File: src/hdl/trps_pkg.sv
`timescale 1ns / 1ps
`default_nettype none
package trps_pkg;

   localparam int COORD_W         = 32;
   localparam int STEP_W          = 7;
   localparam int MAX_STEPS       = 64;
   localparam int ROW_STEPS_RESET = 50;
   localparam int NUM_DIMS        = 3;

   // iterative divider: magnitude of a COORD_W+1 bit dividend, several bits a cycle
   localparam int QUO_W         = COORD_W + 1;
   localparam int DIV_BITS      = 4;
   localparam int DIV_CYCLES    = (QUO_W + DIV_BITS - 1) / DIV_BITS;
   localparam int DIV_SH_W      = DIV_BITS * DIV_CYCLES;
   localparam int DIV_CNT_W     = $clog2(DIV_CYCLES);

   typedef struct packed {
      logic signed [COORD_W-1:0] a_x;
      logic signed [COORD_W-1:0] a_y;
      logic signed [COORD_W-1:0] a_z;
      logic signed [COORD_W-1:0] b_x;
      logic signed [COORD_W-1:0] b_y;
      logic signed [COORD_W-1:0] b_z;
      logic signed [COORD_W-1:0] c_x;
      logic signed [COORD_W-1:0] c_y;
      logic signed [COORD_W-1:0] c_z;
      logic [STEP_W-1:0]         row_index;
   } req_type;

   typedef struct packed {
      logic signed [COORD_W-1:0] point_x;
      logic signed [COORD_W-1:0] point_y;
      logic signed [COORD_W-1:0] point_z;
      logic                      last_point;
   } rsp_type;

   typedef logic [NUM_DIMS-1:0][COORD_W-1:0] vec_type;
   typedef logic [NUM_DIMS-1:0][QUO_W-1:0]   wide_vec_type;

   typedef struct packed {
      vec_type           a;
      vec_type           b;
      vec_type           c;
      logic [STEP_W-1:0] steps;
      logic [STEP_W-1:0] row;
   } job_type;

   typedef struct packed {
      logic full;
      logic empty;
   } qstat_type;

endpackage
`default_nettype wire

File: src/hdl/trps_front.sv
`timescale 1ns / 1ps
`default_nettype none
module trps_front (
   input  wire logic              clock,
   input  wire logic              reset,
   input  wire logic              push,
   output      logic              full,
   input  wire trps_pkg::req_type req_data,
   input  wire logic                        csr_we,
   input  wire logic [trps_pkg::STEP_W-1:0] csr_wdata,
   input  wire trps_pkg::qstat_type         q_stat,
   output      logic                        q_push,
   output      trps_pkg::job_type           q_job
);
   import trps_pkg::*;

   logic [STEP_W-1:0] row_steps_ff, row_steps_in;
   logic [STEP_W-1:0] steps_eff;
   logic [STEP_W-1:0] row_eff;

   always_comb begin
      row_steps_in = csr_we ? csr_wdata : row_steps_ff;
   end

   always_ff @(posedge clock) begin
      if (reset) begin
         row_steps_ff <= STEP_W'(ROW_STEPS_RESET);
      end else begin
         row_steps_ff <= row_steps_in;
      end
   end

   always_comb begin
      if (row_steps_ff == '0) begin
         steps_eff = STEP_W'(1);
      end else if (row_steps_ff > STEP_W'(MAX_STEPS)) begin
         steps_eff = STEP_W'(MAX_STEPS);
      end else begin
         steps_eff = row_steps_ff;
      end
      row_eff = (req_data.row_index > steps_eff) ? steps_eff : req_data.row_index;
   end

   assign full = q_stat.full;

   // drop row zero here: it yields no points
   assign q_push = push && !q_stat.full && (row_eff != '0);

   always_comb begin
      q_job.a     = {req_data.a_z, req_data.a_y, req_data.a_x};
      q_job.b     = {req_data.b_z, req_data.b_y, req_data.b_x};
      q_job.c     = {req_data.c_z, req_data.c_y, req_data.c_x};
      q_job.steps = steps_eff;
      q_job.row   = row_eff;
   end

endmodule
`default_nettype wire

File: config.mk
export PLATFORM = sky130hd
export DESIGN_NAME = trps_front
export DESIGN_NICKNAME = d
export VERILOG_FILES = /design/src/hdl/trps_pkg.sv /design/src/hdl/trps_front.sv
export SDC_FILE = /design/constraint.sdc
export NUM_CORES = 1
export LEC_CHECK = 0
export BUFFER_PORTS_ARGS = -buffer_cell sky130_fd_sc_hd__buf_2
export CAP_MARGIN = 20
export CORE_AREA = 10 10 228 230
export DETAILED_ROUTE_END_ITERATION = 10
export DIE_AREA = 0 0 238 240
export HOLD_SLACK_MARGIN = 0.03
export PLACE_DENSITY = 0.39
export SYNTH_ARGS = -nofsm -noshare
export SYNTH_HDL_FRONTEND = slang
export SYNTH_SLANG_ARGS = --single-unit
File: constraint.sdc
create_clock -name clock -period 2.8 [get_ports clock]
set_clock_uncertainty 0.15 [all_clocks]
set_input_delay 0.28 -clock clock [delete_from_list [all_inputs] [get_ports clock]]
set_output_delay 0.28 -clock clock [all_outputs]
set_load 0.01 [all_outputs]
==> results.md, run 1 <==
* Outcome: complete, no violations
* Endpoints failing setup at 0
* Global Route met2 Usage at 0.0485
* Global Route Usage Sum at 0.0343
* WHS Path Cells at 2
* VDD IR max at 0.356 mV
* Least-Margin Pin Slew at 0.341 ns
* I/O pin count at 612
* Top cell type's share of synthesized area at 0.767
* Number of synthesized register bits at 7
* Most used routing layer: met4
* Die W at 238 um
* Placed cell count at 740
* R2R cell count at 2
* Minimum clock period at 2.70 ns
* Clk buf depth at 2
* Worst endpoint data arrival time at 2.27 ns
* Leakage at 0.542 nW
* Met3 GRT Util at 0.0334
* R2r endpoint: row_steps_ff[4]
* Clk_lat worst skew at 0.23 ns
* Count of different cell masters after synthesis at 31
* Residual DRC at 0
* Buffer and inverter count on the worst path at 2
* Slowest cell on the critical path: or3b_1
* Vias per inst at 1.71
* Synth Flop Type: dfxtp_1
* Via count at 1,274
* Avg Cell Area, Syn at 7.50 sq um
* RR Startpoint: row_steps_ff[4]
* Detail Route Antenna Nets at 0
* TritonCTS buffer count at 3
* Area leader, netlist: buf_4
* CP endpoint kind: output port
* Hold-fix buffers, CTS at 0
* Routability Congestion at 0.708
* # diodes at 0
* CP Class: reg -> out
* Fillcell total at 5,627
* Crit-path max FO at 6
* Reg2Reg Setup Slack at 1.87 ns
* Hold crit path type: in -> reg
* Final net count at 448
* NetSw at 0.000186 W
* Mapped Cells at 377
* Reg area at 145 sq um
* Avg WL per Cell at 14.5 um
* Sequential Power Share at 0.198
* Crit path cell chain: nor3_2 -> buf_4 -> a21oi_2 -> nor2_2 -> ha_4 -> nand3b_1 -> a21oi_4 -> nor4b_1 -> or3b_1 -> o211ai_1 -> buf_2
* Hold endpoint: row_steps_ff[4]
* M1 GR Usage at 0.0154
* Register area share after synthesis at 0.0495
* Synthesized cell area at 0.00283 sq mm
* Max Cap Violations at 0
* P&R area growth vs syn at -33.0%
* DP HPWL at 9060 um
* Core area at 0.0473 sq mm
* Post-route insts no fill at 747
* DR iter-0 viols at 41
* RSZ-0062 raised after global routing: true
* Final Hold Viols at 0
* Die Y at 240 um
* Fraction of layout cells with a size suffix above 1 at 0.561
* Number of flip-flops in the largest register at 7
* Port bufs at 34
* Largest net degree at the start of global routing at 11
* Post-synth EDFFs at 0
* Power Density at 307 mW/mm^2
* CTS tree: built
* Row count at 80
* CP peak stage delay at 0.36 ns
* Slew Limit Headroom at 0.771
* Initial Utilization at 0.0598
* Final wirelength at 10,800 um
* First-pass GRT wire length at 13,200 um
* Internal Power at 0.000395 W
* Fin crit share at 0.963
* Syn Nets at 692
* Cell family with most CP delay: simple AND/OR/NAND/NOR gates
* Fin Hold WS at 0.124 ns
* Most flops, register: row_steps_ff
* Clk sinks at 7
* Clk pin slew, worst setup/hold paths at 0.04 ns
* Vias in the first global route at 1,565
* Initial antenna violation count at 0
* Slew Viols, Final at 0
* CP required at 2.37 ns
* Area of the multi-input gates at 616 sq um
* F_max at 371 MHz
* CP Launch Type: flip-flop
* Root Buffer: clkbuf_16
* Async SR Flop Fraction at 0
* Top flop regs: row_steps_ff (7)
* Min-delay src: csr_wdata[4]
* Switch share at 0.319
* Clk pwr share at 0.425
* Total grt overflow at 0
* Synth area leaders: buf_4 77%, dfxtp_1 5.0%, ha_1 3.1%
* Logic pwr share at 0.377
* DRT Pass-1 Iters at 4
* Die Area at 0.0571 sq mm
* H-tree depth at 1
* Synth warn at 0
==> power groups by stage <==
stage                     clock [W]  sequential (W)  combinational, W
after floorplan                   0        0.000112          0.000519
after detailed placement          0        0.000114          0.000182
after global placement            0        0.000114          0.000182
after CTS                  0.000251        0.000113          0.000192
final                      0.000247        0.000115          0.000219
after global routing       0.000256        0.000116          0.000246
==> cells in the final DEF (no fill, tap or decap), types with 4 or more instances in the layout <==
cell type  netlist  layout
buf_2            1      33
nand2_1         14      11
nor2_1          10       8
inv_1            7       7
buf_4          289       7
o21ai_0          6       6
a21oi_2          1       5
ha_4             0       5
mux2i_1          4       4
dfxtp_2          0       4
==> logic make-up (layout without fill, tap and decap cells) <==
group,Yosys count,after routing,synth area share
buf+inv,300,55,0.782
compound gates,22,22,0.0579
simple gates,36,36,0.0615
mux,5,5,0.0181
fa+ha+maj,7,7,0.0310
flops,7,7,0.0495
==> synth_stat cells (3+ instances only) <==
cell type	count
a21oi_1	4
dfxtp_1	7
mux2i_1	4
a211o_1	3
o21ai_0	6
inv_1	7
nor2_1	10
nand2_1	14
ha_1	7
nor2b_1	3
buf_4	289
==> through the flow <==
| step | utilization | setup TNS, ns | worst slack [ns] | cell area (sq um) | power [W] |
|---|---|---|---|---|---|
| 6_report | 0.0400 | 0 | 0.104 | 1900 | 0.000581 |
| 5_1_grt | 0.0400 | -0.00388 | -0.00335 | 1900 | 0.000617 |
| 4_1_cts | 0.0370 | 0 | 0.00118 | 1750 | 0.000556 |
| 3_5_place_dp | 0.0345 | 0 | 0.147 | 1630 | 0.000296 |
| 3_3_place_gp | 0.0345 | 0 | 0.155 | 1630 | 0.000296 |
| 2_1_floorplan | - | 0 | 0.401 | 2830 | 0.000632 |
==> metal layers <==
metal / up-vias / share of wire
li1: 398 / -
met1: 435 / 0.17
met2: 285 / 0.41
met3: 156 / 0.24
met4: 0 / 0.18
met5: - / 0
==> how the worst max path moves through the flow <==
stage | cells past startpoint | startpoint | end
after floorplan | 9 | row_steps_ff[4] | q_push
after global placement | 11 | row_steps_ff[4] | q_push
after global routing | 11 | row_steps_ff[3] | q_job[0]
after detailed placement | 9 | row_steps_ff[6] | q_push
final | 11 | row_steps_ff[3] | q_push
after CTS | 12 | row_steps_ff[4] | q_push
==> area by class of cell <==
type | instances | area share
tap | 615 | 0.406
multi-input combinational | 70 | 0.325
timing repair buffer | 43 | 0.133
sequential | 7 | 0.0766
clock buffer | 4 | 0.0416
inverter | 8 | 0.0185
==> repair_timing <==
| action | CTS | global route |
|---|---|---|
| buffers inserted | 2 | 1 |
| gates resized for setup | 6 | 26 |
| pin swaps | 5 | 8 |
| setup endpoints to repair | 7 | 7 |
Power figures use the tool's default switching activity.
==> run 2: changes to the inputs <==
BUFFER_PORTS_ARGS = -buffer_cell sky130_fd_sc_hd__buf_4   (was -buffer_cell sky130_fd_sc_hd__buf_2)
GPL_TIMING_DRIVEN = 1   (was default)
==> results.md, run 2 (synthesis results as in run 1) <==
* Top cell by count, worst path: buf_4
* Outcome: complete, no violations
* Final Hold Viols at 0 (unchanged)
* DRT Pass-1 Iters at 3 (-1)
* DP HPWL at 9090 um (+0.37%)
* Vias per inst at 1.69 (-1.0%)
* Initial Utilization at 0.0598 (unchanged)
* Hold crit path type: in -> reg
* Residual DRC at 0 (unchanged)
* Leakage at 0.561 nW (+3.6%)
* Root Buffer: clkbuf_16
* CP Launch Type: flip-flop
* DR iter-0 viols at 29 (-29%)
* Cell area after layout at 0.00188 sq mm (-0.59%)
* Slew Limit Headroom at 0.733 (-0.0380)
* Most used routing layer: met4
* Total grt overflow at 0 (unchanged)
* Global Route Usage Sum at 0.0340 (-0.000266)
* Stages on the worst setup path at 12 (+1)
* CP peak stage delay at 0.36 ns (about the same)
* Crit path cell chain: nor3_2 -> buf_4 -> a21oi_2 -> nor2_2 -> ha_2 -> nand3b_1 -> a21oi_4 -> buf_6 -> nor4b_1 -> or3b_1 -> o211ai_1 -> buf_4
* Fin util at 0.0398 (-0.000238)
* Clk buf depth at 2 (unchanged)
* Dpl cell area at 0.00172 sq mm (+5.7%)
* Vias in the first global route at 1,518 (-3.0%)
* First-pass GRT wire length at 13,000 um (-1.2%)
* Via count at 1,261 (-1.0%)
* Clk_lat worst skew at 0.23 ns (about the same)
* R2R cell count at 2 (unchanged)
* Global Route met2 Usage at 0.0476 (-0.000871)
* Crit. Startpoint: row_steps_ff[4]
* End of the critical path: q_push
* Met3 GRT Util at 0.0310 (-0.00240)
* CTS tree: built
* # diodes at 0 (unchanged)
* Least-Margin Pin Slew at 0.397 ns (+0.0565 ns)
* Die W at 238 um (unchanged)
* Fin crit share at 0.982 (+0.0189)
* CP required at 2.37 ns (about the same)
* Largest net degree at the start of global routing at 11 (unchanged)
* Core area at 0.0473 sq mm (unchanged)
* Cell family with most CP delay: simple AND/OR/NAND/NOR gates
* Fraction of layout cells with a size suffix above 1 at 0.492 (-0.0682)
* Commonest non-fill, non-tap cell in the layout: buf_4
* Avg WL per Cell at 14.3 um (-1.2%)
* Top flop regs: row_steps_ff (7)
* R2r endpoint: row_steps_ff[4]
* Detail Route Antenna Nets at 0 (unchanged)
* Commonest cells after routing, fill and taps aside: 42 x buf_4, 13 x nand2_1, 9 x nor2_1, 7 x inv_1, 6 x o21ai_0
* Worst endpoint data arrival time at 2.32 ns (+0.05 ns)
* I/O pin count at 612 (unchanged)
* Clk sinks at 7 (unchanged)
* M1 GR Usage at 0.0167 (+0.00135)
* Initial antenna violation count at 1 (+1)
* Routability Congestion at 0.679 (-4.1%)
* Die Area at 0.0571 sq mm (unchanged)
* Slew Viols, Final at 0 (unchanged)
* Final setup TNS at 0 ns (unchanged)
* RR Startpoint: row_steps_ff[4]
* Final wirelength at 10,700 um (-1.2%)
* Final setup margin at 0.0514 ns (-0.0529 ns)
* CP Class: reg -> out
* Clk pin slew, worst setup/hold paths at 0.04 ns (about the same)
* Number of flip-flops in the largest register at 7 (unchanged)
* P&R area growth vs syn at -33.4%
* Post-placement setup slack at 0.163 ns (+0.0156 ns)
* Endpoints failing setup at 0 (unchanged)
* Buffer and inverter count on the worst path at 3 (+1)
* CP endpoint kind: output port
* RSZ-0062 raised after global routing: true
* Die Y at 240 um (unchanged)
* Port bufs at 34 (unchanged)
* Row count at 80 (unchanged)
* Slowest cell on the critical path: or3b_1
* TritonCTS buffer count at 3 (unchanged)
* Minimum clock period at 2.75 ns (+0.0529 ns)
* Max Cap Violations at 0 (unchanged)
* Power Density at 304 mW/mm^2 (-0.91%)
* Crit-path max FO at 4 (-2)
* VDD IR max at 0.342 mV (-4.0%)
* H-tree depth at 1 (unchanged)
* Fillcell total at 5,626 (-0.018%)
* F_max at 364 MHz (-1.9%)
* Reg2Reg Setup Slack at 1.88 ns (about the same)
* Most flops, register: row_steps_ff
* Fin Hold WS at 0.108 ns (-0.0152 ns)
* Final net count at 448 (unchanged)
## run 2: cell counts in the layout (fill, tap and decap cells not counted)
No cell type changed its count.
## run 2: worst min path at each step
stage | from | to | slack [ns] | cells past startpoint
after floorplan | reset | row_steps_ff[0] | 0.20 | 1
after global placement | csr_wdata[5] | row_steps_ff[5] | 0.35 | 2
after detailed placement | csr_wdata[5] | row_steps_ff[5] | 0.35 | 2
after CTS | csr_wdata[5] | row_steps_ff[5] | 0.11 | 2
after global routing | csr_wdata[5] | row_steps_ff[5] | 0.11 | 2
final | csr_wdata[5] | row_steps_ff[5] | 0.11 | 2
## run 2: timing repair
item,in CTS,in global routing
hold buffers,0,0
pin swaps,8,3
resized for setup,11,5
setup endpoints to repair,6,2
buffers inserted,1,1
## run 2: layout make-up
| type | count | area, sq um | area share |
|---|---|---|---|
| repair buffers | 43 | 327 | 0.173 |
| inverters | 8 | 32.5 | 0.0173 |
| clock buffers | 4 | 78.8 | 0.0418 |
| flip-flops and latches | 7 | 144 | 0.0764 |
| well taps | 615 | 769 | 0.408 |
| multi-input cells | 70 | 533 | 0.283 |
## run 2: where the power goes
group / switching [W] / internal (W)
clock network: 0.0000582 / 0.000190
logic: 0.000108 / 0.000102
registers: 0.00000632 / 0.000107
total: 0.000173 / 0.000399
## run 2: per-stage QoR
stage,power [W],instances
6_report,0.000572,747
5_1_grt,0.000609,747
4_1_cts,0.000578,746
3_5_place_dp,0.000317,741
3_3_place_gp,0.000317,741
2_1_floorplan,0.000632,377
## run 2: per-layer routing
layer | wire, um | up-vias
li1 | - | 397
met1 | 1960 | 419
met2 | 4350 | 297
met3 | 2450 | 148
met4 | 1940 | 0
met5 | 0 | -
## run 2: worst register-to-register path: stages, from the launching register on
cell and delay [ns]:
dfxtp_1 0.32, nor2b_1 0.13, a211o_1 0.21
