`src/hdl/trps_pkg.sv`:
```
`timescale 1ns / 1ps
`default_nettype none
package trps_pkg;

   localparam int COORD_W         = 32;
   localparam int STEP_W          = 7;
   localparam int MAX_STEPS       = 64;
   localparam int ROW_STEPS_RESET = 50;
   localparam int NUM_DIMS        = 3;

   // iterative divider: magnitude of a COORD_W+1 bit dividend, several bits a cycle
   localparam int QUO_W         = COORD_W + 1;
   localparam int DIV_BITS      = 4;
   localparam int DIV_CYCLES    = (QUO_W + DIV_BITS - 1) / DIV_BITS;
   localparam int DIV_SH_W      = DIV_BITS * DIV_CYCLES;
   localparam int DIV_CNT_W     = $clog2(DIV_CYCLES);

   typedef struct packed {
      logic signed [COORD_W-1:0] a_x;
      logic signed [COORD_W-1:0] a_y;
      logic signed [COORD_W-1:0] a_z;
      logic signed [COORD_W-1:0] b_x;
      logic signed [COORD_W-1:0] b_y;
      logic signed [COORD_W-1:0] b_z;
      logic signed [COORD_W-1:0] c_x;
      logic signed [COORD_W-1:0] c_y;
      logic signed [COORD_W-1:0] c_z;
      logic [STEP_W-1:0]         row_index;
   } req_type;

   typedef struct packed {
      logic signed [COORD_W-1:0] point_x;
      logic signed [COORD_W-1:0] point_y;
      logic signed [COORD_W-1:0] point_z;
      logic                      last_point;
   } rsp_type;

   typedef logic [NUM_DIMS-1:0][COORD_W-1:0] vec_type;
   typedef logic [NUM_DIMS-1:0][QUO_W-1:0]   wide_vec_type;

   typedef struct packed {
      vec_type           a;
      vec_type           b;
      vec_type           c;
      logic [STEP_W-1:0] steps;
      logic [STEP_W-1:0] row;
   } job_type;

   typedef struct packed {
      logic full;
      logic empty;
   } qstat_type;

endpackage
`default_nettype wire

```
`src/hdl/trps_queue.sv`:
```
`timescale 1ns / 1ps
`default_nettype none
module trps_queue (
   input  wire logic                clock,
   input  wire logic                reset,
   input  wire logic                push,
   input  wire trps_pkg::job_type   push_job,
   input  wire logic                pop,
   output      trps_pkg::job_type   head_job,
   output      trps_pkg::qstat_type stat
);
   import trps_pkg::*;

   job_type    entry_ff [2];
   logic       wr_ptr_ff, wr_ptr_in;
   logic       rd_ptr_ff, rd_ptr_in;
   logic [1:0] count_ff, count_in;
   logic       do_push, do_pop;

   assign do_push = push && (count_ff != 2'd2);
   assign do_pop  = pop && (count_ff != 2'd0);

   always_comb begin
      wr_ptr_in = do_push ? !wr_ptr_ff : wr_ptr_ff;
      rd_ptr_in = do_pop ? !rd_ptr_ff : rd_ptr_ff;
      count_in  = count_ff + 2'(do_push) - 2'(do_pop);
   end

   always_ff @(posedge clock) begin
      if (reset) begin
         wr_ptr_ff <= 1'b0;
         rd_ptr_ff <= 1'b0;
         count_ff  <= 2'd0;
      end else begin
         wr_ptr_ff <= wr_ptr_in;
         rd_ptr_ff <= rd_ptr_in;
         count_ff  <= count_in;
      end
   end

   always_ff @(posedge clock) begin
      if (do_push) begin
         entry_ff[wr_ptr_ff] <= push_job;
      end
   end

   assign head_job   = entry_ff[rd_ptr_ff];
   assign stat.full  = (count_ff == 2'd2);
   assign stat.empty = (count_ff == 2'd0);

endmodule
`default_nettype wire

```
`config.mk`:
```
export PLATFORM = sky130hd
export DESIGN_NAME = trps_queue
export DESIGN_NICKNAME = d
export VERILOG_FILES = /design/src/hdl/trps_pkg.sv /design/src/hdl/trps_queue.sv
export SDC_FILE = /design/constraint.sdc
export NUM_CORES = 1
export LEC_CHECK = 0
export BUFFER_PORTS_ARGS = -buffer_cell sky130_fd_sc_hd__buf_2
export CAP_MARGIN = 20
export CORE_MARGIN = 2
export CORE_UTILIZATION = 40
export DETAILED_ROUTE_END_ITERATION = 7
export PLACE_DENSITY = 0.74
export RECOVER_POWER = 25
export REMOVE_ABC_BUFFERS = 1
export SYNTH_ARGS = -nofsm -noshare
export SYNTH_HDL_FRONTEND = slang
export SYNTH_SLANG_ARGS = --single-unit
```
`constraint.sdc`:
```
create_clock -name clock -period 10.15 [get_ports clock]
set_clock_uncertainty 0.1 [all_clocks]
set_input_delay 1.015 -clock clock [delete_from_list [all_inputs] [get_ports clock]]
set_output_delay 1.015 -clock clock [all_outputs]
set_load 0.005 [all_outputs]
```
==> results of run 1 <==
[worst paths after layout]
kind                          endpoint  slack [ns]  cells past startpoint
max                       head_job[14]        5.91                      3
min reg2reg     wr_ptr_ff$_SDFFE_PP0P_        0.39                      2
max reg2reg  entry_ff[0][13]$_DFFE_PP_        6.20                      6
min             wr_ptr_ff$_SDFFE_PP0P_        0.39                      2
[power by group through the flow]
stage                     registers [mW]  logic, mW  clock network [mW]
final                               3.34       1.92                2.23
after detailed placement            3.39       1.95                   0
after CTS                           3.34       1.96                2.28
after floorplan                     3.63       1.71                   0
after global routing                3.37       2.05                2.38
after global placement              3.37       1.93                   0
[final cells by class]
class	instances	share of cell area (%)
Antenna cell	7	0.0607
Clock buffer	76	5.66
Clock inverter	34	1.28
Inverter	4	0.0781
Multi-Input combinational cell	320	15.9
Sequential cell	609	63.2
Tap cell	765	3.32
Timing Repair Buffer	617	10.5
[per-layer routing]
metal	global-route usage (%)	vias to the layer above
met1	17.1	5614
met2	27.2	463
met3	5.66	91
met5	0	-
met4	5.06	12
li1	-	5171
[cells by family after synthesis]
group / share of synthesized area [%]
mux: 19.0
compound gates: 0.0749
xor+xnor: 0.0749
fa+ha+maj: 0.107
simple gates: 0.246
buf+inv: 2.47
flops: 78.0
[registers in the layout, indices dropped and copies added, names as in the netlist, named ones only]
name	cells
wr_ptr_ff	1
rd_ptr_ff	1
entry_ff	604
count_ff	2
[synth_stat cells, types with 2 or more instances]
library cell and number:
buf_2 2, edfxtp_1 604, mux2_2 22, ha_1 2, buf_6 10, nor2_1 4
buf_12 22, inv_1 4, mux2_4 280, dfxtp_1 5
[critical path, stage by stage (launching register included)]
cell     delay, ns
dfxtp_4       0.98
buf_12        0.64
mux2_2        0.44
buf_2         0.13
==> impl_metrics.tcl, run 1 <==
set metrics [dict create \
    status "complete, no violations" \
    core_sq_um 57700 \
    met3WireLength_mm 4.56 \
    finalPower_mw 7.48 \
    multi_input_area_sq_um 4570 \
    postCtsSetupBuffers 0 \
    post_cts_resized 0 \
    slew_violations 0 \
    dp_slack_ns 5.64 \
    io_pins 610 \
    design_area_sq_um 28900 \
    die_area_sq_um 60400 \
    antenna_found_initial 15 \
    clock_sinks 609 \
    grt_usage_pct 15.4 \
    first_pass_iters 5 \
    p_per_area_nw_per_um2 259 \
    drv_cap 0 \
    synth_ff_type "edfxtp_1" \
    maxSlewHeadroom_pct 24.9 \
    synth_top_area_share_pct 77.6 \
    die_h_um 246 \
    cts_buffer_depth 3 \
    finalCritPeriodShare_pct 41.8 \
    p_leak_nw 11.0 \
    vias 11351 \
    required_ns 9.04 \
    synth-edff-count 604 \
    dpl_cell_area_sq_um 26900 \
    clk_latency_ns 0.60 \
    final_cell_mix "edfxtp_1, buf_2, mux2_4, clkbuf_1, clkbuf_16" \
    r2r_start "count_ff[0]$_SDFF_PP0_" \
    intPower_mw 5.58 \
    async_flop_share_pct 0 \
    cp_max_fo 126 \
    startpoint_type "flop" \
    yosys-top-cells-area "edfxtp_1, mux2_4, buf_12" \
    met1_length_mm 17.6 \
    crit_type "reg2out" \
    grt_setup_unrepaired "no" \
    grt_pass1_vias 11878 \
    fin_tns_setup_ns 0 \
    p_comb_share_pct 25.6 \
    dp_cells 2315 \
    viasPerCell 4.67 \
    drtIter0Drc 617 \
    wirelength_mm 48.9 \
    drive_gt1_share_pct 55.7 \
    register_area_sq_um 18200 \
    p_clk_share_pct 29.8 \
    nNetsFinal 1921 \
    grt_max_degree 155 \
    grt_pass1_wl_mm 70.1 \
    min_period_ns 4.24 \
    postRouteAntennaNets 0 \
    cts_root_buf "clkbuf_16" \
    tritoncts "done" \
    top_layer "met5" \
    portBuffers 609 \
    min_path_type "reg2reg" \
    ys_ff_latch 609 \
    die_x_um 246 \
    finalHoldViolCount 0 \
    holdWs_ns 0.395 \
    wl_met2_mm 25.5 \
    place_hpwl_mm 33.2 \
    final_util_pct 50.0 \
    swShare_pct 25.4 \
    p_switching_mw 1.90 \
    min_from "wr_ptr_ff$_SDFFE_PP0P_" \
    fin_ws_ns 5.91 \
    h-tree-depth 2 \
    synth_warnings 0 \
    fill_cells 4722 \
    instances_no_fill 2432 \
    synth.avg_cell_area_sq_um 24.2 \
    ir_drop_uv 216 \
    area_growth_pct 23.4 \
    seqPwrFrac_pct 44.6 \
    yosys.area.top_type "edfxtp_1" \
    grt-ovfl-total 0 \
    cts_hold_buf 0 \
    start_util_pct 40.5 \
    synth.cell_area_sq_um 23400 \
    wl_per_cell_um 20.1 \
    clk_pin_slew_worst_paths_ns 0.06 \
    numCtsBuffers 61 \
    setup_viol 0 \
    place_congestion 0.774 \
    syn_inst 967 \
    rows 88 \
    critical_path_arrival_ns 3.13 \
    timing.fmax_mhz 236 \
    ys_types 22 \
    drc 0 \
    final_common_cell "edfxtp_1" \
    worst_setup_path_end_kind "output pin" \
    yosysSeqAreaShare_pct 78.0 \
    worst_pin_slew_ns 1.13 \
]
Power figures use the tool's default switching activity.
==> inputs of run 2 (changes only) <==
==> constraint.sdc (replaced) <==
create_clock -name clock -period 4 [get_ports clock]
set_clock_uncertainty 0.1 [all_clocks]
set_input_delay 0.4 -clock clock [delete_from_list [all_inputs] [get_ports clock]]
set_output_delay 0.4 -clock clock [all_outputs]
set_load 0.005 [all_outputs]
==> run 2 against run 1 <==
Clock power grew to 2.5 times the previous value. Critical path depth stayed put. Routed wire length is 10% higher. Non-clock buffer count is 317 higher. Global-route usage is 1.7 points higher. Hold slack worse by 0.23 ns.
==> impl_metrics.tcl, run 2 (synthesis results as in run 1) <==
set metrics [dict create \
    cpLargestDelayFamily "flip-flops" \
    nNetsFinal 2238 \
    grt_pass1_vias 13855 \
    intPower_mw 14.3 \
    p_clk_share_pct 29.1 \
    place_congestion 0.844 \
    r2r_end "entry_ff[0][140]$_DFFE_PP_" \
    seqPwrFrac_pct 43.6 \
    design_area_sq_um 32000 \
    slowest_delay_ns 0.74 \
    p_leak_nw 12.2 \
    grt_usage_pct 17.1 \
    p_switching_mw 5.02 \
    grt_setup_unrepaired "no" \
    first_pass_iters 5 \
    reg2reg_setup_slack_ns 1.55 \
    drc 0 \
    postCtsSetupBuffers 0 \
    status "complete, no violations" \
    top_regs "entry_ff x604, count_ff x2" \
    required_ns 3.50 \
    min_path_type "in2reg" \
    finalPower_mw 19.3 \
    ir_drop_uv 621 \
    cts_buffer_depth 3 \
    final_cell_mix "edfxtp_1, buf_2, dlygate4sd3_1, mux2_4, clkbuf_1" \
    startpoint_type "flop" \
    rr_worst_depth 5 \
    swShare_pct 25.9 \
    clk_pin_slew_worst_paths_ns 0.05 \
    holdWs_ns 0.169 \
    place_hpwl_mm 34.7 \
    drtIter0Drc 615 \
    worst_pin_slew_ns 0.687 \
    wl_per_cell_um 19.7 \
    drv_cap 0 \
    clock_sinks 609 \
    area_growth_pct 36.8 \
    finalCritPeriodShare_pct 74.3 \
    p_comb_share_pct 27.3 \
    maxSlewHeadroom_pct 54.2 \
    setup_viol 0 \
    instances_no_fill 2749 \
    rows 88 \
    crit_type "reg2out" \
    final_common_cell "edfxtp_1" \
    wirelength_mm 54.0 \
    start_util_pct 40.5 \
    viasPerCell 4.63 \
    postRouteAntennaNets 0 \
    dp_cells 2329 \
    crit_slowest_cell "dfxtp_4" \
    p_per_area_nw_per_um2 604 \
    drive_gt1_share_pct 44.4 \
    worst-path-buf-inv 2 \
    grt_pass1_wl_mm 78.8 \
    top_register "entry_ff" \
    hold_path_depth 4 \
    critical_path_arrival_ns 2.47 \
    fill_cells 4366 \
    h-tree-depth 2 \
    largest_register_ff_count 604 \
    die_area_sq_um 60400 \
    timing.fmax_mhz 337 \
    path_cells "buf_12 > mux2_2 > buf_2" \
    die_x_um 246 \
    r2r_start "count_ff[0]$_SDFF_PP0_" \
    antenna_found_initial 7 \
    cts_root_buf "clkbuf_16" \
    slew_violations 0 \
    clk_latency_ns 0.59 \
    post_cts_resized 0 \
    finalHoldViolCount 0 \
    numCtsBuffers 61 \
    worst_setup_path_end_kind "output pin" \
    die_h_um 246 \
    portBuffers 609 \
    cp_max_fo 73 \
    min_period_ns 2.97 \
    dpl_cell_area_sq_um 27100 \
    tritoncts "done" \
    io_pins 610 \
    grt-ovfl-total 0 \
    min_to "wr_ptr_ff$_SDFFE_PP0P_" \
    min_from "push" \
    vias 12735 \
    core_sq_um 57700 \
    grt_max_degree 74 \
]
## run 2: cell count changes in the layout (fill, tap and decap cells not counted), moves of 2 or more
cell	previous run	this run
dlygate4sd3_1	0	303
buf_2	524	461
clkbuf_1	94	157
buf_12	3	11
buf_4	5	11
clkbuf_8	5	0
clkinv_2	8	12
clkbuf_2	0	3
clkbuf_16	61	63
## run 2: power groups by stage
| stage | Clock (mW) | Sequential (mW) | Combinational, mW |
|---|---|---|---|
| detailed placement | 0 | 8.56 | 5.04 |
| global route | 6.00 | 8.51 | 5.61 |
| floorplan | 0 | 8.97 | 2.78 |
| CTS | 5.75 | 8.43 | 5.32 |
| finish | 5.63 | 8.43 | 5.28 |
| global placement | 0 | 8.49 | 5.00 |
## run 2: worst max path at each step
stage / start / end / slack [ns] / depth (start not counted)
after floorplan: flop / head_job[0] / -8.45 / 1
after detailed placement: push / entry_ff[0][140]$_DFFE_PP_ / 1.59 / 5
after global placement: push / entry_ff[0][104]$_DFFE_PP_ / 1.60 / 5
after CTS: flop / head_job[20] / 0.99 / 3
after global routing: flop / head_job[17] / 0.91 / 3
final: flop / head_job[17] / 1.03 / 3
## run 2: cell type report
type | count | area (sq um) | share of cell area [%]
inverter | 4 | 22.5 | 0.0704
antenna | 6 | 15.0 | 0.0469
tap | 765 | 957 | 2.99
multi-input combinational | 320 | 4570 | 14.3
sequential | 609 | 18200 | 57.0
timing repair buffer | 934 | 6200 | 19.4
clock buffer | 76 | 1630 | 5.08
clock inverter | 35 | 348 | 1.09
## run 2: metrics by stage
step                worst slack, ns  utilization [%]  TNS [ns]
finish                         1.03             55.4         0
global route                  0.910             55.4         0
CTS                           0.989             55.7         0
detailed placement             1.59             47.1         0
global placement               1.60             47.1         0
floorplan                     -8.45                -  -4797.49
## run 2: metal layers
metal	up-vias	share of wire, %	global-route usage (%)
met5	-	0.024	0
met3	118	7.7	4.73
met2	526	52	30.8
met4	2	3.5	7.01
li1	5799	-	-
met1	6290	36	19.1
## run 2: worst register-to-register path, cell delays in order (launching register included)
cell	delay (ns)
dfxtp_1	0.38
nand2b_2	0.18
inv_1	0.07
or3_1	0.42
inv_8	0.44
buf_12	0.45
## run 2: repair_timing
item | in CTS | in global routing
hold endpoints to repair | 609 | 0
endpoints found under the setup margin | 0 | 0
hold buffers | 303 | 0
==> inputs of run 3 (changes only) <==
==> constraint.sdc (replaced) <==
create_clock -name clock -period 2.9 [get_ports clock]
set_clock_uncertainty 0.1 [all_clocks]
set_input_delay 0.29 -clock clock [delete_from_list [all_inputs] [get_ports clock]]
set_output_delay 0.29 -clock clock [all_outputs]
set_load 0.005 [all_outputs]
==> run 3 against run 2 <==
Combinational power is 45% higher. Final cell count is 0.58% higher. Via count is 1.9% higher. Clock power is 33% higher. Hold slack better by 0.14 ns. Sequential cell count stayed put. Global-route usage is 0.76 points higher. Critical path type unchanged.
==> impl_metrics.tcl, run 3 (synthesis results as in run 1) <==
set metrics [dict create \
    die_x_um 246 \
    finalHoldViolCount 0 \
    seqPwrFrac_pct 43.3 \
    holdWs_ns 0.306 \
    clk_pin_slew_worst_paths_ns 0.06 \
    die_area_sq_um 60400 \
    maxSlewHeadroom_pct 60.4 \
    setup_viol 0 \
    grt_max_degree 69 \
    ir_drop_uv 705 \
    min_path_type "in2reg" \
    h-tree-depth 2 \
    final_cell_mix "edfxtp_1, buf_2, dlygate4sd3_1, mux2_4, clkbuf_1" \
    nNetsFinal 2263 \
    cp_max_fo 36 \
    numCtsBuffers 61 \
    cts_root_buf "clkbuf_16" \
    core_sq_um 57700 \
    wl_per_cell_um 20.5 \
    drc 0 \
    rows 88 \
    status "complete, no violations" \
    p_comb_share_pct 28.7 \
    grt_setup_unrepaired "no" \
    wirelength_mm 56.8 \
    hold_path_depth 2 \
    portBuffers 609 \
    slew_violations 0 \
    swShare_pct 26.3 \
    startpoint_type "flop" \
    postCtsSetupBuffers 0 \
    place_hpwl_mm 36.2 \
    start_util_pct 40.5 \
    intPower_mw 19.7 \
    grt_usage_pct 17.9 \
    drv_cap 0 \
    area_growth_pct 37.6 \
    fin_tns_setup_ns 0 \
    top_register "entry_ff" \
    top_regs "entry_ff x604, count_ff x2" \
    cts_buffer_depth 3 \
    grt_pass1_vias 14306 \
    first_pass_iters 5 \
    postRouteAntennaNets 0 \
    io_pins 610 \
    worst_setup_path_end_kind "output pin" \
    drive_gt1_share_pct 45.4 \
    viasPerCell 4.69 \
    grt-ovfl-total 0 \
    vias 12973 \
    dp_cells 2351 \
    p_per_area_nw_per_um2 831 \
    rr_worst_depth 5 \
    worst_pin_slew_ns 0.594 \
    final_common_cell "edfxtp_1" \
    critical_path_arrival_ns 2.28 \
    die_h_um 246 \
    p_leak_nw 12.4 \
    tritoncts "done" \
    p_clk_share_pct 28.0 \
    finalCritPeriodShare_pct 92.0 \
    grt_pass1_wl_mm 81.7 \
    antenna_found_initial 6 \
    drtIter0Drc 587 \
    crit_type "reg2out" \
    place_congestion 0.810 \
    largest_register_ff_count 604 \
    required_ns 2.51 \
    min_period_ns 2.67 \
    instances_no_fill 2765 \
    clock_sinks 609 \
    p_switching_mw 7.04 \
    timing.fmax_mhz 375 \
    clk_latency_ns 0.60 \
]
[run 3: cell count changes in the layout (fill, tap and decap cells not counted), moves of 2 or more]
| cell | previous run | this run |
|---|---|---|
| buf_4 | 11 | 28 |
| buf_12 | 11 | 16 |
| buf_2 | 461 | 467 |
| clkinvlp_4 | 2 | 0 |
| bufinv_16 | 7 | 5 |
| clkbuf_1 | 157 | 146 |
| dlygate4sd3_1 | 303 | 306 |
| clkinv_1 | 12 | 9 |
[run 3: path summary, 6_finish.rpt]
check	from	endpoint	slack, ns
setup / recovery	flop	head_job[10]	0.23
setup reg to reg	count_ff[0]$_SDFF_PP0_	entry_ff[0][99]$_DFFE_PP_	0.63
hold / removal	push_job[232]	entry_ff[0][232]$_DFFE_PP_	0.31
hold reg to reg	wr_ptr_ff$_SDFFE_PP0P_	wr_ptr_ff$_SDFFE_PP0P_	0.45
[run 3: layer usage]
| layer | GRT usage, % | wire [um] | up-vias |
|---|---|---|---|
| met5 | 0 | 0 | - |
| met4 | 6.92 | 1740 | 0 |
| met3 | 5.01 | 4270 | 116 |
| met2 | 32.4 | 29800 | 561 |
| met1 | 19.8 | 21000 | 6463 |
| li1 | - | - | 5833 |
[run 3: cell type report]
type	count	area, sq um
multi-input combinational	320	4570
fill	4288	25500
clock buffer	71	1610
tap	765	957
clock inverter	31	284
sequential	609	18200
antenna	6	15.0
timing repair buffer	959	6470
inverter	4	22.5
[run 3: metrics by stage]
stage | util, % | setup WS (ns) | total power, mW | cell area (sq um)
floorplan | - | -9.44 | 15.0 | 22800
global placement | 47.4 | 0.741 | 18.9 | 27400
detailed placement | 47.4 | 0.696 | 19.0 | 27400
CTS | 56.0 | 0.173 | 26.9 | 32300
global route | 55.8 | 0.132 | 27.8 | 32200
finish | 55.8 | 0.233 | 26.7 | 32200
[run 3: what timing repair did]
item,4_1_cts,5_1_grt
hold buffers,306,0
hold endpoints to repair,609,0
gates resized for setup,0,0
[run 3: critical path, stage by stage, from the launching register on]
cell,delay (ns)
dfxtp_4,0.55
buf_12,0.25
buf_12,0.31
mux2_2,0.38
buf_2,0.13
[run 3: power groups by stage]
stage / clock [mW] / combinational (mW) / sequential, mW
2_1_floorplan: 0 / 3.01 / 12.0
6_report: 7.49 / 7.66 / 11.6
3_3_place_gp: 0 / 7.21 / 11.7
3_5_place_dp: 0 / 7.29 / 11.8
5_1_grt: 8.00 / 8.10 / 11.7
4_1_cts: 7.64 / 7.67 / 11.6
